File: src/hw/rtl/wcc_pkg.sv
`timescale 1ns / 1ps
// ----------------------------------------------------------------------------
// wcc_pkg
// Shared types and constants for the window co-occurrence counter.
// ----------------------------------------------------------------------------
package wcc_pkg;

    // Field widths fixed by the request and result formats.
    localparam int WORD_W  = 8;
    localparam int COUNT_W = 32;

    typedef logic [WORD_W-1:0]  word_t;
    typedef logic [COUNT_W-1:0] count_t;

    // Request kinds.
    localparam logic KIND_WORD = 1'b0;
    localparam logic KIND_READ = 1'b1;

    // Sequencer states.
    typedef enum logic [1:0] {
        ST_CLEAR,
        ST_IDLE,
        ST_UPDATE,
        ST_READ
    } wcc_state_t;

    // Window control from the sequencer.
    typedef struct packed {
        logic push;
        logic rotate;
    } win_ctrl_t;

endpackage

File: src/hw/rtl/wcc_window.sv
`timescale 1ns / 1ps
// ----------------------------------------------------------------------------
// wcc_window
// Word window as a shift line. A push shifts a new word in at the far end;
// a rotate moves every word one place toward the front and wraps the front
// word to the far end, so the front tap walks the whole window.
// ----------------------------------------------------------------------------
module wcc_window #(
    parameter int HALF_WINDOW = 8
) (
    input  logic              clk,
    input  logic              rst_n,
    input  wcc_pkg::win_ctrl_t ctrl,
    input  wcc_pkg::word_t    word_in,
    output wcc_pkg::word_t    ctx_word,
    output wcc_pkg::word_t    center_next,
    output logic              full_after_push
);

    localparam int WIN_LEN = 2 * HALF_WINDOW + 1;
    localparam int FILL_W  = $clog2(WIN_LEN + 1);

    wcc_pkg::word_t    win_reg  [WIN_LEN];
    wcc_pkg::word_t    win_next [WIN_LEN];
    logic [FILL_W-1:0] fill_reg;
    logic [FILL_W-1:0] fill_next;

    // Shift or rotate the window contents.
    always_comb
    begin
        for (int i = 0; i < WIN_LEN; i++)
        begin
            win_next[i] = win_reg[i];
        end
        if (ctrl.push || ctrl.rotate)
        begin
            for (int i = 0; i < WIN_LEN - 1; i++)
            begin
                win_next[i] = win_reg[i + 1];
            end
            win_next[WIN_LEN-1] = ctrl.push ? word_in : win_reg[0];
        end
    end

    always_ff @(posedge clk)
    begin
        for (int i = 0; i < WIN_LEN; i++)
        begin
            win_reg[i] <= win_next[i];
        end
    end

    // Fill level stops once the window is full.
    always_comb
    begin
        fill_next = fill_reg;
        if (ctrl.push && (fill_reg != FILL_W'(WIN_LEN)))
        begin
            fill_next = fill_reg + FILL_W'(1);
        end
    end

    always_ff @(posedge clk or negedge rst_n)
    begin
        if (!rst_n)
        begin
            fill_reg <= '0;
        end
        else
        begin
            fill_reg <= fill_next;
        end
    end

    // The center after a push is the word one place past the current center.
    assign ctx_word        = win_reg[0];
    assign center_next     = win_reg[HALF_WINDOW + 1];
    assign full_after_push = (fill_reg >= FILL_W'(WIN_LEN - 1));

endmodule

File: config.mk
export PLATFORM = sky130hd
export DESIGN_NAME = wcc_window
export DESIGN_NICKNAME = d
export VERILOG_FILES = /design/src/hw/rtl/wcc_pkg.sv /design/src/hw/rtl/wcc_window.sv
export SDC_FILE = /design/constraint.sdc
export NUM_CORES = 1
export LEC_CHECK = 0
export BUFFER_PORTS_ARGS = -buffer_cell sky130_fd_sc_hd__buf_4
export CAP_MARGIN = 20
export CORE_MARGIN = 5
export CORE_UTILIZATION = 40
export DETAILED_ROUTE_END_ITERATION = 8
export PLACE_DENSITY = 0.67
export SYNTH_ARGS = -nofsm -noshare
export SYNTH_HDL_FRONTEND = slang
export SYNTH_SLANG_ARGS = --single-unit
File: constraint.sdc
create_clock -name clk -period 1.24 [get_ports clk]
set_input_delay 0.124 -clock clk [delete_from_list [all_inputs] [get_ports clk]]
set_output_delay 0.124 -clock clk [all_outputs]
set_load 0.005 [all_outputs]
==> results of run 1 <==
## what timing repair did
item / in CTS / in global routing
gates resized for setup: 4 / 6
pin swaps: 1 / 2
setup endpoints to repair: 1 / 4
buffers inserted: 2 / 3
cloned: 0 / 0
hold buffers: 1 / 0
hold endpoints to repair: 5 / 0
## worst max-delay path by stage
stage / end / slack (ps) / startpoint
final: fill_reg[1] / -60 / fill_reg[1]
after global routing: fill_reg[1] / -80 / fill_reg[1]
after CTS: fill_reg[1] / -130 / fill_reg[1]
after detailed placement: fill_reg[1] / -130 / fill_reg[1]
after global placement: fill_reg[1] / -80 / fill_reg[1]
after floorplan: win_reg[0][0] / -430 / ctrl[1]
## stage by stage
stage          worst slack, ps  utilization
2_1_floorplan             -429            -
3_5_place_dp              -133        0.439
6_report                 -59.4        0.498
4_1_cts                   -129        0.494
3_3_place_gp             -75.9        0.439
5_1_grt                  -75.6        0.498
## logic make-up after synthesis
kind of cell	synth area share
AO/OA/AOI/OAI	0.00818
XOR/XNOR	0.00573
adder cells (fa/ha/maj)	0.00818
buffers and inverters	0.0311
flip-flops	0.918
multiplexers	0.0229
AND/OR/NAND/NOR	0.00627
## worst max-delay path, cell delays in order (launching register included)
cell,delay (ps)
dfrtp_1,390
inv_2,80
ha_4,140
nand2_4,50
o31ai_4,210
mux2_4,320
## synth_stat cells, drive strengths merged
cell type,n,area (um2)
edfxtp,136,4080
buf,17,128
mux2,9,105
dfrtp,5,125
ha,3,37.5
inv,3,11.3
xnor2,3,26.3
nand2,2,10.0
nand4,2,12.5
a21o,1,7.51
a311oi,1,8.76
clkbuf,1,3.75
o31ai,1,21.3
or2,1,6.26
## per-layer routing
metal / global-route usage / vias to the layer above / wire (um)
li1: - / 801 / -
met1: 0.137 / 871 / 3110
met2: 0.124 / 30 / 2570
met3: 0.0411 / 11 / 252
met4: 0.0528 / 0 / 122
met5: 0 / - / 0
## area by class of cell
class / count / area [um2] / share of cell area
Multi-Input combinational cell: 23 / 274 / 0.0486
Sequential cell: 141 / 4210 / 0.747
Timing Repair Buffer: 45 / 385 / 0.0684
Inverter: 3 / 11.3 / 0.00200
Tap cell: 143 / 179 / 0.0317
Clock inverter: 15 / 154 / 0.0273
Clock buffer: 17 / 425 / 0.0755
## power by group
| group | leakage, nW | switching [mW] | internal (mW) |
|---|---|---|---|
| logic | 0.352 | 0.387 | 0.534 |
| clock network | 0.270 | 2.03 | 2.83 |
| registers | 1.45 | 0.254 | 5.91 |
==> results.md, run 1 <==
- Power Density: 2120 nW/um2
- Final Hold Viols: 0
- Finish-stage setup viols: 1
- Synthesized instance count: 185
- Crit path DAT: 1590 ps
- Worst Hold Margin: 20.2 ps
- Vias in the first global route: 1738
- I/O Buffers: 28
- Final HPWL DP: 3350 um
- N_diodes: 0
- Failing checks: setup timing
- Fmax: 0.770 GHz
- Num CTS Buffers: 17
- Gr usage total: 0.0963
- Total gr overflow: 0
- Crit Path Class: reg -> reg
- Initial drt markers: 145
- Yosys warning count: 0
- Netlist cell types: 17
- Final instance area: 5640 um2
- Max-cap viol count: 0
- Via count: 1713
- Core ar.: 11300 um2
- Remaining DRCs: 0
- Via-to-Cell Ratio: 4.43
- Setup WS post-layout: -59.4 ps
- Post-DRT Antenna Nets: 0
- Area Growth Syn to Fin: 22.9%
- Skew-Pair Late Insertion Delay: 400 ps
- RD Place Congestion: 0.698
- Crit path max fanout: 2
- Pin count of the biggest net entering global routing: 52
- Most frequent cells in the layout: edfxtp_1 (136), buf_4 (39), clkbuf_16 (17), mux2_2 (7), inv_6 (6)
- Hold Crit Class: in -> reg
- Placed cell area: 4970 um2
- Setup slack, reg-to-reg: -60 ps
- Antenna violations before repair: 0
- Final worst path period share: 1.05
- CTS tree: yes
- Num rows: 39
- Critical register-to-register path startpoint: fill_reg[1]
- Number of synthesized register bits: 141
- CTS Buffer Depth: 2
- Pwr Total: 11.9 mW
- Worst-path clk slew: 60 ps
- Initial Utilization: 0.405
- Htree depth: 4
- Ports: 29
- Startpoint Class: flip-flop
- Setup Skew: 4.43 ps
- Hold Path Stages: 2
- Die height: 117 um
- Placed cells: 349
- Die ar.: 13700 um2
- Nets: 246
- Final slew viol count: 0
- Share of post-route cells with drive strength above 1: 0.381
- Crit path required time: 1530 ps
- Worst Tran Pin Value: 263 ps
- Rel. slew slack: 0.824
- Die Width: 117 um
- Largest register FFs: 136
- Clk sinks: 141
- Outcome: finished, violations left
- Fillers: 930
- Syn avg cell area: 24.8 um2
- Most common cell after layout, fill and taps aside: edfxtp_1
- Mapped Nets: 200
- Worst Reg-to-Reg Cells: 5
- First-pass GRT wire length: 9330 um
- WL final: 6050 um
- Final std cells w/o fill: 387
- Sequential share of the synthesized area: 0.918
- Leak: 2.07 nW
- Hold endpoint: win_reg[0][133]
- Worst R2R End: fill_reg[1]
- Pre-antenna DRT Iters: 5
- RSZ-0062 raised after global routing: true
- Fin Setup TNS: -59.4 ps
- Peak supply drop: 0.000894 V
- Min-delay src: word_in[5]
- Clk root buf: clkbuf_16
- Wire length per cell: 15.6 um
- Post-route minimum period: 1300 ps
- Post-Syn Area: 4590 um2
- Nature of the critical path endpoint: flip-flop
(Power assumes the default switching activity.)
==> run 2, diff against run 1 <==
--- a/config.mk
+++ b/config.mk
@@ -8,9 +8,9 @@
 export BUFFER_PORTS_ARGS = -buffer_cell sky130_fd_sc_hd__buf_4
 export CAP_MARGIN = 20
 export CORE_MARGIN = 5
-export CORE_UTILIZATION = 40
+export CORE_UTILIZATION = 53
 export DETAILED_ROUTE_END_ITERATION = 8
-export PLACE_DENSITY = 0.67
+export PLACE_DENSITY = 0.82
 export SYNTH_ARGS = -nofsm -noshare
 export SYNTH_HDL_FRONTEND = slang
 export SYNTH_SLANG_ARGS = --single-unit
==> results.md, run 2 (synthesis results as in run 1) <==
- Outcome: finished, violations left
- Failing checks: setup timing
- Ports: 29 (unchanged)
- Initial Utilization: 0.534 (+0.129)
- N_diodes: 0 (unchanged)
- Leak: 2.10 nW (+1.8%)
- First-pass GRT wire length: 9340 um (+0.15%)
- I/O Buffers: 28 (unchanged)
- Pwr Total: 11.6 mW (-2.7%)
- Post-DRT Antenna Nets: 0 (unchanged)
- CTS tree: yes
- Num rows: 34 (-13%)
- Peak per-stage delay on the critical path: 400 ps (about the same)
- Max-cap viol count: 0 (unchanged)
- Finish-stage setup viols: 2 (+1)
- Core ar.: 8590 um2 (-24%)
- Nature of the critical path endpoint: flip-flop
- Largest register FFs: 136 (unchanged)
- Rel. slew slack: 0.814 (-0.0104)
- FF/Latch Area: 4210 um2 (about the same)
- Clk sinks: 141 (unchanged)
- Die Width: 103 um (-12%)
- Peak supply drop: 0.00124 V (+38%)
- Crit path DAT: 1720 ps (+130 ps)
- Crit-path cells: inv_2, ha_4, nand2_4, o31ai_4, mux2_4
- Worst Hold Margin: 12.8 ps (-7.39 ps)
- Setup WS post-layout: -93.0 ps (-33.6 ps)
- Final HPWL DP: 3200 um (-4.5%)
- Remaining DRCs: 0 (unchanged)
- Final Hold Viols: 0 (unchanged)
- Pin count of the biggest net entering global routing: 52 (unchanged)
- RSZ-0062 raised after global routing: true
- Gr usage total: 0.127 (+0.0308)
- Worst Tran Pin Value: 279 ps (+15.6 ps)
- Vias in the first global route: 1738 (unchanged)
- CTS Buffer Depth: 2 (unchanged)
- Setup Skew: 8.53 ps (+4.10 ps)
- Worst path buffer plus inverter count: 1 (unchanged)
- Via-to-Cell Ratio: 4.89 (+10%)
- Initial drt markers: 149 (+2.8%)
- Area Growth Syn to Fin: 23.5%
- Critical register-to-register path startpoint: fill_reg[1]
- Worst R2R End: fill_reg[1]
- RD Place Congestion: 0.672 (-3.8%)
- Antenna violations before repair: 0 (unchanged)
- Hold Path Stages: 2 (unchanged)
- Htree depth: 4 (unchanged)
- Die ar.: 10600 um2 (-23%)
- WL final: 5960 um (-1.5%)
- Num CTS Buffers: 17 (unchanged)
- Worst Reg-to-Reg Cells: 5 (unchanged)
- Worst-path clk slew: 60 ps (about the same)
- Placed cell area: 4900 um2 (-1.3%)
- Clk root buf: clkbuf_8
- Startpoint Class: flip-flop
- Most common cell after layout, fill and taps aside: edfxtp_1
- Crit Path Class: reg -> reg
- Multi-input logic area: 263 um2 (-4.1%)
- Total gr overflow: 0 (unchanged)
- Wire length per cell: 16.4 um (+5.0%)
- Fin Setup TNS: -119 ps (-59.4 ps)
- Delay-heaviest family, CP: flip-flops
- Post-route minimum period: 1330 ps (+33.6 ps)
- Crit path required time: 1620 ps (+90 ps)
- Slowest CP cell: dfrtp_1
- Fmax: 0.750 GHz (-2.5%)
- Share of post-route cells with drive strength above 1: 0.341 (-0.0400)
- Crit path max fanout: 2 (unchanged)
- Die height: 103 um (-12%)
- Fillers: 568 (-39%)
- Power Density: 2050 nW/um2 (-3.2%)
- Min-delay src: ctrl[1]
- Final slew viol count: 0 (unchanged)
- Most frequent cells in the layout: edfxtp_1 (136), buf_4 (39), clkbuf_16 (16), dlygate4sd3_1 (10), mux2_2 (7)
- Setup slack, reg-to-reg: -90 ps (-30 ps)
- Nets: 257 (+4.5%)
- Final instance area: 5660 um2 (+0.47%)
- Hold endpoint: win_reg[0][133]
- Skew-Pair Late Insertion Delay: 500 ps (+100 ps)
- Via count: 1775 (+3.6%)
- Pre-antenna DRT Iters: 4 (-1)
- Final worst path period share: 1.07 (+0.0271)
- Hold Crit Class: in -> reg
run 2: cell count changes in the layout (fill, tap and decap cells not counted), sizes merged:
cell / before / now
dlygate4sd3: 1 / 10
inv: 12 / 3
clkinv: 0 / 8
buf: 44 / 46
clkbuf: 17 / 19
clkinvlp: 5 / 3
bufinv: 1 / 2
run 2: worst max path at each step:
| stage | from | cells past startpoint | slack (ps) | endpoint |
|---|---|---|---|---|
| floorplan | ctrl[1] | 2 | -430 | win_reg[0][0] |
| global placement | fill_reg[1] | 5 | -60 | fill_reg[1] |
| detailed placement | fill_reg[1] | 5 | -150 | fill_reg[1] |
| CTS | fill_reg[1] | 5 | -130 | fill_reg[1] |
| global route | fill_reg[1] | 5 | -140 | fill_reg[1] |
| finish | fill_reg[1] | 5 | -90 | fill_reg[1] |
run 2: routing by layer:
metal / global-route usage / up-vias / routed length (um)
met4: 0.0598 / 0 / 72
li1: - / 831 / -
met1: 0.188 / 902 / 3010
met5: 0 / - / 0
met3: 0.0562 / 8 / 309
met2: 0.162 / 34 / 2560
run 2: power by group:
part           leakage, nW  switching [mW]  internal, mW
Combinational        0.402           0.363         0.483
Sequential            1.44           0.265          5.92
Clock                0.258            1.77          2.83
Total                 2.10            2.40          9.22
run 2: final cells by class:
type                            count  area share
Multi-Input combinational cell     23      0.0464
Inverter                            3     0.00199
Sequential cell                   141       0.743
Clock inverter                     13      0.0221
Clock buffer                       19      0.0744
Tap cell                          108      0.0239
Timing Repair Buffer               56      0.0879
run 2: what timing repair did:
item | 4_1_cts | 5_1_grt
resized for setup | 7 | 3
setup buffers | 7 | 3
hold endpoints to repair | 13 | 0
hold buffers | 10 | 0
endpoints found under the setup margin | 8 | 9
pin swaps | 1 | 1
run 2: per-stage QoR:
stage / worst slack [ps] / util / cells
after floorplan: -429 / - / 185
after global placement: -58.9 / 0.570 / 311
after detailed placement: -153 / 0.570 / 311
after CTS: -129 / 0.655 / 360
after global routing: -139 / 0.659 / 363
final: -93.0 / 0.659 / 363
run 2: worst reg2reg max path, cell delays in order, from the launching register on:
cell and delay [ps]:
dfrtp_1 400, inv_2 80, ha_4 150, nand2_4 50, o31ai_4 210, mux2_4 330
