### config.mk
export PLATFORM = sky130hd
export DESIGN_NAME = wcc_engine
export DESIGN_NICKNAME = d
export VERILOG_FILES = /design/src/hw/rtl/wcc_pkg.sv /design/src/hw/rtl/wcc_engine.sv
export SDC_FILE = /design/constraint.sdc
export NUM_CORES = 1
export LEC_CHECK = 0
export BUFFER_PORTS_ARGS = -buffer_cell sky130_fd_sc_hd__buf_2
export CORE_MARGIN = 2
export CORE_UTILIZATION = 45
export CTS_CLUSTER_SIZE = 16
export DETAILED_ROUTE_END_ITERATION = 8
export PLACE_DENSITY_LB_ADDON = 0.05
export SLEW_MARGIN = 20
export SYNTH_ARGS = -nofsm -noshare
export SYNTH_HDL_FRONTEND = slang
export SYNTH_SLANG_ARGS = --single-unit
### constraint.sdc
create_clock -name clk -period 6.4 [get_ports clk]
set_input_delay 0.32 -clock clk [delete_from_list [all_inputs] [get_ports clk]]
set_output_delay 0.32 -clock clk [all_outputs]
set_load 0.03 [all_outputs]
### src/hw/rtl/wcc_pkg.sv
`timescale 1ns / 1ps
// ----------------------------------------------------------------------------
// wcc_pkg
// Shared types and constants for the window co-occurrence counter.
// ----------------------------------------------------------------------------
package wcc_pkg;

    // Field widths fixed by the request and result formats.
    localparam int WORD_W  = 8;
    localparam int COUNT_W = 32;

    typedef logic [WORD_W-1:0]  word_t;
    typedef logic [COUNT_W-1:0] count_t;

    // Request kinds.
    localparam logic KIND_WORD = 1'b0;
    localparam logic KIND_READ = 1'b1;

    // Sequencer states.
    typedef enum logic [1:0] {
        ST_CLEAR,
        ST_IDLE,
        ST_UPDATE,
        ST_READ
    } wcc_state_t;

    // Window control from the sequencer.
    typedef struct packed {
        logic push;
        logic rotate;
    } win_ctrl_t;

endpackage

### src/hw/rtl/wcc_engine.sv
`timescale 1ns / 1ps
// ----------------------------------------------------------------------------
// wcc_engine
// Sequencer and read-modify-write datapath. Clears the count memory after
// reset, walks the window for each centered word issuing one count read per
// cycle, and writes back the saturated increment in the following cycle with
// forwarding from the previous write. Also serves read requests.
// ----------------------------------------------------------------------------
module wcc_engine #(
    parameter int HALF_WINDOW = 8,
    parameter int VOCAB       = 256,
    parameter int ADDR_W      = 16
) (
    input  logic                clk,
    input  logic                rst_n,
    // Request channel
    input  logic                in_valid,
    output logic                in_ready,
    input  logic                kind,
    input  wcc_pkg::word_t      row_index,
    input  wcc_pkg::word_t      col_index,
    // Result channel
    output logic                out_valid,
    input  logic                out_ready,
    output wcc_pkg::count_t     pair_count,
    // Window
    output wcc_pkg::win_ctrl_t  win_ctrl,
    input  wcc_pkg::word_t      ctx_word,
    input  wcc_pkg::word_t      center_next,
    input  logic                full_after_push,
    // Count memory
    output logic [ADDR_W-1:0]   raddr,
    input  wcc_pkg::count_t     rdata,
    output logic                we,
    output logic [ADDR_W-1:0]   waddr,
    output wcc_pkg::count_t     wdata
);

    localparam int WIN_LEN = 2 * HALF_WINDOW + 1;
    localparam int OPS     = 2 * WIN_LEN;
    localparam int OP_W    = $clog2(OPS);
    localparam int IDX_W   = ADDR_W / 2;
    localparam int EXT_W   = (IDX_W > wcc_pkg::WORD_W) ? IDX_W : wcc_pkg::WORD_W;

    wcc_pkg::wcc_state_t state_reg, state_next;
    logic [OP_W-1:0]     op_reg, op_next;
    wcc_pkg::word_t      center_reg, center_val_next;
    wcc_pkg::word_t      rd_row_reg, rd_row_next;
    wcc_pkg::word_t      rd_col_reg, rd_col_next;
    logic [ADDR_W-1:0]   clr_addr_reg, clr_addr_next;
    logic                pend_valid_reg, pend_valid_next;
    logic                pend_write_reg, pend_write_next;
    logic                pend_zero_reg, pend_zero_next;
    logic [ADDR_W-1:0]   pend_addr_reg, pend_addr_next;
    logic                last_valid_reg, last_valid_next;
    logic [ADDR_W-1:0]   last_addr_reg, last_addr_next;
    wcc_pkg::count_t     last_data_reg, last_data_next;
    logic                out_valid_reg, out_valid_next;
    wcc_pkg::count_t     out_data_reg, out_data_next;

    logic                accept;
    logic                phase;
    wcc_pkg::word_t      row_w;
    wcc_pkg::word_t      col_w;
    logic [ADDR_W-1:0]   issue_addr;
    logic                issue_ok;
    logic                fwd_hit;
    wcc_pkg::count_t     cur_count;
    wcc_pkg::count_t     inc_count;

    // True when a word index lies inside the vocabulary.
    function automatic logic in_vocab(input wcc_pkg::word_t w);
        return (32'(w) < 32'(VOCAB));
    endfunction

    // Word index as a memory row or column index.
    function automatic logic [IDX_W-1:0] to_idx(input wcc_pkg::word_t w);
        logic [EXT_W-1:0] ext;
        ext = EXT_W'(w);
        return ext[IDX_W-1:0];
    endfunction

    assign accept = in_valid && in_ready;
    assign phase  = op_reg[0];

    // Next state.
    always_comb
    begin
        state_next = state_reg;
        unique case (state_reg)
            wcc_pkg::ST_CLEAR:
            begin
                if (clr_addr_reg == '1)
                begin
                    state_next = wcc_pkg::ST_IDLE;
                end
            end
            wcc_pkg::ST_IDLE:
            begin
                if (accept && (kind == wcc_pkg::KIND_READ))
                begin
                    state_next = wcc_pkg::ST_READ;
                end
                else if (accept && full_after_push)
                begin
                    state_next = wcc_pkg::ST_UPDATE;
                end
            end
            wcc_pkg::ST_UPDATE:
            begin
                if (op_reg == OP_W'(OPS - 1))
                begin
                    state_next = wcc_pkg::ST_IDLE;
                end
            end
            wcc_pkg::ST_READ:
            begin
                state_next = wcc_pkg::ST_IDLE;
            end
            default:
            begin
                state_next = wcc_pkg::ST_IDLE;
            end
        endcase
    end

    // Address of the count touched in this cycle.
    always_comb
    begin
        if (state_reg == wcc_pkg::ST_READ)
        begin
            row_w = rd_row_reg;
            col_w = rd_col_reg;
        end
        else
        begin
            row_w = phase ? ctx_word : center_reg;
            col_w = phase ? center_reg : ctx_word;
        end
        issue_addr = {to_idx(row_w), to_idx(col_w)};
        issue_ok   = in_vocab(row_w) && in_vocab(col_w);
    end

    // Read data with forwarding from the write of the previous cycle.
    always_comb
    begin
        fwd_hit   = last_valid_reg && (last_addr_reg == pend_addr_reg);
        cur_count = fwd_hit ? last_data_reg : rdata;
        inc_count = (cur_count == '1) ? cur_count : cur_count + wcc_pkg::count_t'(1);
    end

    // Sequencer outputs and datapath next values.
    always_comb
    begin
        // A read waits until no earlier result is held or still on its way.
        in_ready        = (state_reg == wcc_pkg::ST_IDLE)
                          && ((kind == wcc_pkg::KIND_WORD)
                              || (!out_valid_reg && !(pend_valid_reg && !pend_write_reg)));
        win_ctrl.push   = accept && (kind == wcc_pkg::KIND_WORD);
        win_ctrl.rotate = (state_reg == wcc_pkg::ST_UPDATE) && phase;

        op_next         = '0;
        center_val_next = center_reg;
        rd_row_next     = rd_row_reg;
        rd_col_next     = rd_col_reg;
        clr_addr_next   = clr_addr_reg;
        pend_valid_next = 1'b0;
        pend_write_next = 1'b0;
        pend_zero_next  = !issue_ok;
        pend_addr_next  = issue_addr;

        unique case (state_reg)
            wcc_pkg::ST_CLEAR:
            begin
                clr_addr_next = clr_addr_reg + ADDR_W'(1);
            end
            wcc_pkg::ST_IDLE:
            begin
                if (accept)
                begin
                    center_val_next = center_next;
                    rd_row_next     = row_index;
                    rd_col_next     = col_index;
                end
            end
            wcc_pkg::ST_UPDATE:
            begin
                op_next         = op_reg + OP_W'(1);
                pend_valid_next = issue_ok;
                pend_write_next = 1'b1;
            end
            wcc_pkg::ST_READ:
            begin
                pend_valid_next = 1'b1;
            end
            default:
            begin
                op_next = '0;
            end
        endcase

        raddr = issue_addr;

        // Memory write: clearing pass, or write-back of an increment.
        if (state_reg == wcc_pkg::ST_CLEAR)
        begin
            we    = 1'b1;
            waddr = clr_addr_reg;
            wdata = '0;
        end
        else
        begin
            we    = pend_valid_reg && pend_write_reg;
            waddr = pend_addr_reg;
            wdata = inc_count;
        end

        last_valid_next = pend_valid_reg && pend_write_reg;
        last_addr_next  = pend_addr_reg;
        last_data_next  = inc_count;

        // Result register.
        out_valid_next = out_valid_reg;
        out_data_next  = out_data_reg;
        if (pend_valid_reg && !pend_write_reg)
        begin
            out_valid_next = 1'b1;
            out_data_next  = pend_zero_reg ? '0 : cur_count;
        end
        else if (out_valid_reg && out_ready)
        begin
            out_valid_next = 1'b0;
        end
    end

    // Control registers.
    always_ff @(posedge clk or negedge rst_n)
    begin
        if (!rst_n)
        begin
            state_reg      <= wcc_pkg::ST_CLEAR;
            op_reg         <= '0;
            clr_addr_reg   <= '0;
            pend_valid_reg <= 1'b0;
            last_valid_reg <= 1'b0;
            out_valid_reg  <= 1'b0;
        end
        else
        begin
            state_reg      <= state_next;
            op_reg         <= op_next;
            clr_addr_reg   <= clr_addr_next;
            pend_valid_reg <= pend_valid_next;
            last_valid_reg <= last_valid_next;
            out_valid_reg  <= out_valid_next;
        end
    end

    // Payload registers.
    always_ff @(posedge clk)
    begin
        center_reg     <= center_val_next;
        rd_row_reg     <= rd_row_next;
        rd_col_reg     <= rd_col_next;
        pend_write_reg <= pend_write_next;
        pend_zero_reg  <= pend_zero_next;
        pend_addr_reg  <= pend_addr_next;
        last_addr_reg  <= last_addr_next;
        last_data_reg  <= last_data_next;
        out_data_reg   <= out_data_next;
    end

    assign out_valid  = out_valid_reg;
    assign pair_count = out_data_reg;

endmodule

==> results.json, run 1 <==
{
  "critPathRequiredTime_ps": 6080,
  "io_pins": 171,
  "worstSetupPathType": "reg2out",
  "hold_slack_ps": 66.7,
  "fin_crit_ps": 5530,
  "finalPower_mw": 3.84,
  "num_rows": 46,
  "io_buffers": 170,
  "synth_area_sq_um": 7170,
  "status": "finished clean",
  "vias_per_cell": 5.34,
  "insertion_delay_ps": 430,
  "post_cts_buffers": 0,
  "ys_seq_area_share_pct": 51.1,
  "num_vias": 5977,
  "synthFlopType": "dfxtp_1",
  "worst_slew_pin_slew_ps": 1020,
  "worst_r2r_path_depth": 14,
  "pwr-share-seq_pct": 36.2,
  "grt_pass1_vias": 6000,
  "end_kind": "output port",
  "min-delay-start": "row_index[1]",
  "insertedDiodeCount": 0,
  "dp_hpwl_um": 14300,
  "clkPwrFrac_pct": 26.8,
  "antenna_found_initial": 0,
  "fin_worst_skew_ps": 8.97,
  "fill_cells": 1410,
  "startpoint": "last_addr_next[10]",
  "final_core_util_pct": 56.1,
  "fin_ws_ps": 871,
  "initial_core_util_pct": 45.6,
  "grt_start_max_net_pins": 47,
  "ir_drop_v": 0.000237,
  "synthArstFlopShare_pct": 18.2,
  "slew_headroom_pct": 31.7,
  "maxCapViolations": 0,
  "grtUsageTotal_pct": 23.0,
  "start_kind": "register",
  "drc": 0,
  "clk_pin_slew_ps": 60,
  "syn_inst": 724,
  "fmax_mhz": 181,
  "muxShareOfSynthArea_pct": 9.59,
  "powerDensity_nw_per_um2": 435,
  "area_delta_synth_final_pct": 23.0,
  "drt_iter0_drc": 389,
  "switching_share_pct": 41.0,
  "fin_nets": 965,
  "ant_nets": 0,
  "drive_gt1_share_pct": 26.1,
  "cts_sinks": 148,
  "synth_top_family_by_area": "simple AND/OR/NAND/NOR gates",
  "slew_viol_final": 0,
  "final-setup-viol-count": 0,
  "fin_crit_sh_pct": 86.4,
  "cts_tree": "done",
  "postCtsResizedCells": 0,
  "ctsRootBufferMaster": "clkbuf_16",
  "core_area_sq_um": 15700,
  "yosys_warnings": 0,
  "power.share.combinational_pct": 37.0,
  "grt_pass1_wl_um": 30000,
  "worstPathArrival_ps": 5210,
  "hold_class": "in2reg",
  "die_h_um": 130,
  "rsz0062_at_grt": "no",
  "synth-edff-count": 56,
  "avgSynthCellArea_sq_um": 9.90,
  "synth-seq-cells": 148,
  "dieWidth_um": 130,
  "synth-xor-area-share_pct": 6.11,
  "place_ws_ps": 1340,
  "cts_buffers": 17,
  "p_leak_nw": 3.65,
  "worstPathMaxFanout": 19,
  "die_area_sq_um": 16900,
  "dr.pass1.iters": 6,
  "layout_common_cells": "buf_2 (170), nand2_1 (121), dfxtp_1 (65), edfxtp_1 (56), mux2i_1 (54)",
  "place_congestion": 1.02,
  "r2r_start": "last_addr_next[10]",
  "hold_viol_final": 0,
  "htreeDepth": 4,
  "synth_fa_ha_area_share_pct": 0.698,
  "switchingPower_mw": 1.57,
  "reg2reg_slack_ps": 1820,
  "ctsHoldBuffers": 1,
  "synth_fp_nets": 798,
  "final_common_cell": "buf_2",
  "gr-total-overflow": 0,
  "tns_ps": 0,
  "routedWlPerCell_um": 17.3,
  "synth_cell_type_count": 56,
  "min_path_cells": 1,
  "synth_compound_area_share_pct": 7.04,
  "totalWireLength_um": 19400,
  "clock_path_buffers": 2,
  "internal_power_mw": 2.26,
  "synth-simple-area-share_pct": 22.3
}
## cells by family (layout without fill, tap and decap cells)
logic type / after synthesis / in the layout
xor+xnor: 50 / 50
fa+ha+maj: 4 / 4
simple gates: 326 / 326
mux: 67 / 67
buf+inv: 55 / 235
flops: 148 / 148
compound gates: 74 / 74
## layer usage
metal	wire length (um)	share of wire, %	track usage [%]	vias to the layer above
li1	-	-	-	2891
met1	8020	41	27.5	2822
met2	9660	50	39.5	221
met5	0	0	0	-
met4	467	2.4	10.1	0
met3	1240	6.4	5.70	43
## synth_stat cells (2+ instances only)
cell type    n  area share, %
and3_1      18            1.6
o31ai_1      2           0.21
a211oi_1     3           0.31
buf_2        3           0.21
nor2_1      45            2.4
o21a_1       2           0.21
nand3_1     36            2.5
nand2b_1     2           0.17
or2_2        3           0.26
a21oi_1     14           0.98
a21boi_0     2           0.21
xnor2_1     44            5.4
nand2_1    121            6.3
ha_1         4           0.70
o41ai_1      2           0.24
xor2_1       6           0.73
nor2b_1      3           0.26
nand4_1     27            2.4
or3_1        3           0.26
dfxtp_1     65             18
and2_1      16            1.4
o21ai_0     31            2.2
mux2_2      13            2.0
a21o_1       2           0.21
edfxtp_1    56             23
buf_4        3           0.31
nor3_1      28            2.0
a211oi_2     5           0.87
or4_1        5           0.52
and4_1       6           0.73
dfrtp_1     27            9.4
nor3b_1      3           0.31
a22oi_1      2           0.21
clkbuf_1    18           0.94
o211ai_1     2           0.21
inv_1       29            1.5
mux2i_1     54            7.5
## critical path: stages (launching register included)
cell and delay [ps]:
dfxtp_1 330, xnor2_1 200, nand4_1 170, nor3_2 450, nand2_2 420, mux2i_1 250
inv_1 110, ha_1 220, inv_1 70, nor3_1 400, nand3_1 280, nor4_2 470
a21o_1 640, mux2_2 420, and2_1 150, buf_2 170
## area by class of cell
cell class                 count  area, sq um  area share, %
sequential                   148         3660           41.5
clock inverter                14          175           1.99
clock buffer                  18          429           4.87
tap                          216          270           3.07
timing repair buffer         174          883           10.0
inverter                      29          109           1.23
multi-input combinational    521         3290           37.3
## metrics by stage
step	cell area [sq um]	std cells
3_3_place_gp	8200	1087
3_5_place_dp	8200	1087
2_1_floorplan	7170	724
4_1_cts	8820	1120
5_1_grt	8820	1120
6_report	8820	1120
## worst paths after layout
check / to
hold / removal: rd_row_reg[1]
max in group asynchronous: clr_addr_reg[6]
min in group asynchronous: op_reg[1]
setup / recovery: wdata[1]
hold reg to reg: last_addr_reg[6]
setup reg to reg: last_data_reg[13]
## power groups by stage
stage	combinational, mW	sequential (mW)	clock, mW
after floorplan	0.890	1.48	0
after global placement	1.42	1.39	0
after detailed placement	1.43	1.41	0
after CTS	1.44	1.39	1.04
after global routing	1.54	1.42	1.09
final	1.42	1.39	1.03
Power figures use the tool's default switching activity.
==> inputs of run 2 (changes only) <==
- HOLD_SLACK_MARGIN: default -> 0.15
==> run 2 against run 1 <==
Against the previous run: wire length rose by 1.5%; critical endpoint unchanged; clock-buffer cell count did not move; register-to-register slack barely moved; via count rose by 2.0%; die area did not move.
==> results.json, run 2 (same netlist as run 1, synthesis figures left out) <==
{
  "status": "finished clean",
  "worstPathArrival_ps": 5230,
  "highest_layer": "met4",
  "cts_buffers": 17,
  "grtUsageTotal_pct": 23.3,
  "cts_tree": "done",
  "critPathCapture": "wdata[1]",
  "grt_start_max_net_pins": 47,
  "fin_crit_sh_pct": 86.7,
  "design_area_sq_um": 9060,
  "startpoint": "last_addr_next[10]",
  "core_area_sq_um": 15700,
  "layout_common_cells": "buf_2 (170), nand2_1 (121), dfxtp_1 (65), edfxtp_1 (56), mux2i_1 (54)",
  "drive_gt1_share_pct": 25.4,
  "io_buffers": 170,
  "drt_iter0_drc": 390,
  "gr-total-overflow": 0,
  "critPathRequiredTime_ps": 6080,
  "p_leak_nw": 3.75,
  "final-setup-viol-count": 0,
  "worst_slew_pin_slew_ps": 1020,
  "reg2reg_slack_ps": 1810,
  "num_rows": 46,
  "insertedDiodeCount": 0,
  "ir_drop_v": 0.000250,
  "dr.pass1.iters": 5,
  "start_kind": "register",
  "fin_worst_skew_ps": 9.41,
  "hold_viol_final": 0,
  "fmax_mhz": 180,
  "met1Wirelength_um": 8140,
  "area_delta_synth_final_pct": 26.4,
  "die_h_um": 130,
  "rsz0062_at_grt": "no",
  "powerDensity_nw_per_um2": 425,
  "slew_headroom_pct": 32.0,
  "place_congestion": 1.02,
  "vias_per_cell": 5.33,
  "die_area_sq_um": 16900,
  "wl_met2_um": 9850,
  "final_core_util_pct": 57.6,
  "ctsRootBufferMaster": "clkbuf_16",
  "clock_path_buffers": 2,
  "hold_class": "in2reg",
  "initial_core_util_pct": 45.6,
  "totalWireLength_um": 19700,
  "worst_r2r_path_depth": 14,
  "slew_viol_final": 0,
  "dieWidth_um": 130,
  "maxCapViolations": 0,
  "cts_sinks": 148,
  "worstPathMaxFanout": 19,
  "ant_nets": 0,
  "final_common_cell": "buf_2",
  "timing.rr.end": "last_data_reg[13]",
  "min-delay-start": "out_ready",
  "clk_pin_slew_ps": 60,
  "grt_pass1_wl_um": 30500,
  "htreeDepth": 4,
  "postCtsResizedCells": 0,
  "dp_hpwl_um": 14300,
  "fin_nets": 989,
  "io_pins": 171,
  "num_vias": 6095,
  "r2r_start": "last_addr_next[10]",
  "drc": 0,
  "fin_crit_ps": 5550,
  "tns_ps": 0,
  "worstSetupPathType": "reg2out",
  "insertion_delay_ps": 430,
  "grt_pass1_vias": 6119,
  "antenna_found_initial": 0,
  "end_kind": "output port",
  "dpl_cell_area_sq_um": 8200,
  "wl_met3_um": 1240,
  "routedWlPerCell_um": 17.2
}
run 2: changes by cell type in the layout (fill, tap and decap cells not counted), sizes merged:
cell / before / now
dlygate4sd3: 1 / 25
run 2: how the worst min path moves through the flow:
stage	slack (ps)	endpoint	cells past startpoint
6_report	160	out_valid	3
5_1_grt	180	out_valid	3
4_1_cts	150	out_valid	3
3_5_place_dp	360	op_reg[1]	1
3_3_place_gp	350	op_reg[5]	1
2_1_floorplan	20	clr_addr_reg[0]	0
run 2: what timing repair did:
action | CTS | global route
hold buffers | 25 | 0
endpoints found under the hold margin | 51 | 0
buffers inserted | 0 | 0
run 2: where the power goes:
part	switching (mW)	internal, mW
Combinational	1.02	0.409
Sequential	0.143	1.24
Clock	0.413	0.617
run 2: per-stage QoR:
step / std cells / power, mW / hold slack (ps) / worst slack, ps
after floorplan: 724 / 2.37 / 24.4 / 2000
after global placement: 1087 / 2.82 / 351 / 1580
after detailed placement: 1087 / 2.84 / 363 / 1340
after CTS: 1144 / 3.89 / 150 / 879
after global routing: 1144 / 4.05 / 182 / 442
final: 1144 / 3.85 / 156 / 853
run 2: layout make-up:
| class | count | area (sq um) |
|---|---|---|
| clock inverter | 14 | 175 |
| tap | 216 | 270 |
| sequential | 148 | 3660 |
| fill | 1376 | 6660 |
| inverter | 29 | 109 |
| multi-input combinational | 521 | 3290 |
| timing repair buffer | 198 | 1120 |
| clock buffer | 18 | 429 |
run 2: critical path, stage by stage, from the launching register on:
cell,delay [ps]
dfxtp_1,330
xnor2_1,200
nand4_1,170
nor3_2,450
nand2_2,420
mux2i_1,250
inv_1,110
ha_1,220
inv_1,70
nor3_1,400
nand3_1,280
nor4_2,470
a21o_1,640
mux2_2,420
and2_1,150
buf_2,170
run 2: per-layer routing:
layer	vias to the layer above	track usage, %
met5	-	0
met1	2880	27.4
met4	0	10.1
met2	231	40.4
met3	42	5.82
li1	2942	-
==> inputs of run 3 (changes only) <==
--- a/config.mk
+++ b/config.mk
@@ -14,2 +14,3 @@
 export PLACE_DENSITY_LB_ADDON = 0.05
+export REMOVE_ABC_BUFFERS = 1
 export SLEW_MARGIN = 20
==> constraint.sdc (replaced) <==
create_clock -name clk -period 6.4 [get_ports clk]
set_input_delay 0 -clock clk [delete_from_list [all_inputs] [get_ports clk]]
set_output_delay 0 -clock clk [all_outputs]
set_load 0.03 [all_outputs]
==> run 3 against run 2 <==
Against the previous run: wire length increased by 1.7%; core utilization increased by 3.2 points; sequential power about the same; via count increased by 3.6%; critical path depth unchanged; die area unchanged; clock skew increased by 3.8 ps; global-route usage increased by 0.84 points; power decreased by 1.8%; first-iteration DRC count decreased by 21%; non-clock buffer count increased by 53; clock power decreased by 8%.
==> results.json, run 3 (same netlist as run 1, synthesis figures left out) <==
{
  "dieWidth_um": 130,
  "hold_slack_ps": 278,
  "num_vias": 6316,
  "cpPeakStageDelay_ps": 620,
  "ant_nets": 0,
  "die_h_um": 130,
  "hold_class": "in2reg",
  "maxCapViolations": 0,
  "worst_slew_pin_slew_ps": 1050,
  "dp_hpwl_um": 14200,
  "tns_ps": 0,
  "worstPathArrival_ps": 5320,
  "final-setup-viol-count": 0,
  "gr-total-overflow": 0,
  "area_delta_synth_final_pct": 33.3,
  "dr.pass1.iters": 5,
  "grt_pass1_wl_um": 31400,
  "post_cts_buffers": 0,
  "p_leak_nw": 3.98,
  "grtUsageTotal_pct": 24.1,
  "htreeDepth": 4,
  "drc": 0,
  "cpMostUsedCell": "inv_1",
  "worstPathMaxFanout": 19,
  "cts_tree": "done",
  "critical_path_buf_inv_count": 3,
  "path_cells": "xnor2_1, nand4_1, nor3_2, nand2_2, mux2i_1, inv_1, ha_1, inv_1, nor3_1, nand3_1, nor4_2, a21o_1, mux2_2, and2_1, buf_2",
  "cp_top_family": "simple AND/OR/NAND/NOR gates",
  "ir_drop_v": 0.000261,
  "clock_path_buffers": 2,
  "num_rows": 46,
  "hold_viol_final": 0,
  "fin_nets": 1042,
  "layout_common_cells": "buf_2 (170), nand2_1 (121), dlygate4sd3_1 (77), dfxtp_1 (65), edfxtp_1 (56)",
  "cts_sinks": 148,
  "status": "finished clean",
  "worstSetupPathType": "reg2out",
  "powerDensity_nw_per_um2": 396,
  "initial_core_util_pct": 45.6,
  "end_kind": "output port",
  "fmax_mhz": 188,
  "rsz0062_at_grt": "no",
  "grt_pass1_vias": 6268,
  "slew_viol_final": 0,
  "final_common_cell": "buf_2",
  "drt_iter0_drc": 309,
  "totalWireLength_um": 20000,
  "insertion_delay_ps": 430,
  "antenna_found_initial": 0,
  "vias_per_cell": 5.28,
  "clk_pin_slew_ps": 60,
  "drive_gt1_share_pct": 23.9,
  "fin_worst_skew_ps": 13.2,
  "die_area_sq_um": 16900,
  "routedWlPerCell_um": 16.7,
  "slew_headroom_pct": 30.2,
  "place_congestion": 0.889,
  "fin_crit_ps": 5320,
  "io_buffers": 170,
  "grt_start_max_net_pins": 47,
  "postCtsResizedCells": 0,
  "cts_buffers": 17,
  "core_area_sq_um": 15700,
  "fin_crit_sh_pct": 83.1,
  "start_kind": "register",
  "insertedDiodeCount": 0,
  "io_pins": 171,
  "slowest_stage": "a21o_1",
  "ctsRootBufferMaster": "clkbuf_16",
  "critPathRequiredTime_ps": 6400
}
-- run 3: cell count changes in the layout (fill, tap and decap cells not counted), sizes merged --
| cell | change |
|---|---|
| dlygate4sd3 | +52 |
| clkbuf | +7 |
| bufinv | -3 |
| clkinvlp | -3 |
| buf | +1 |
| inv | -1 |
-- run 3: cell type report --
cell class / count / area (sq um)
Clock buffer: 25 / 518
Clock inverter: 7 / 42.5
Fill cell: 1375 / 6160
Inverter: 29 / 109
Multi-Input combinational cell: 521 / 3290
Sequential cell: 148 / 3660
Tap cell: 216 / 270
Timing Repair Buffer: 251 / 1660
-- run 3: timing repair --
action | CTS | global route
setup endpoints to repair | 0 | 0
endpoints found under the hold margin | 132 | 0
hold buffers | 78 | 0
-- run 3: layer usage --
metal  vias up  GRT usage, %  share of wire [%]
met1      3033          29.3                 42
met2       199          42.7                 51
met5         -             0                  0
li1       3051             -                  -
met3        33          4.88                5.1
met4         0          8.67                2.1
-- run 3: power by group --
part           internal (mW)  switching (mW)
logic                  0.435            1.01
registers               1.25           0.144
clock network          0.562           0.385
total                   2.24            1.54
-- run 3: worst paths after layout --
kind                       cells after the start               start  slack [ps]                end
max                                           15  last_addr_next[13]        1080           wdata[1]
min                                            2        col_index[0]         280      rd_col_reg[0]
max reg2reg                                   15  last_addr_next[13]        1150  last_data_reg[19]
min reg2reg                                    0   last_addr_next[3]         370   last_addr_reg[3]
max in group asynchronous                      4               rst_n        5580   clr_addr_reg[10]
min in group asynchronous                      3               rst_n         460    clr_addr_reg[2]
-- run 3: through the flow --
step                      power (mW)  cell area, sq um  setup slack (ps)  util [%]  cells
after global routing            3.99              9550               717      60.8   1197
after detailed placement        2.83              8200              1530      52.2   1087
after global placement          2.80              8200              1740      52.2   1087
final                           3.78              9550              1080      60.8   1197
after CTS                       3.82              9550              1070      60.8   1197
after floorplan                 2.35              7050               592         -    698
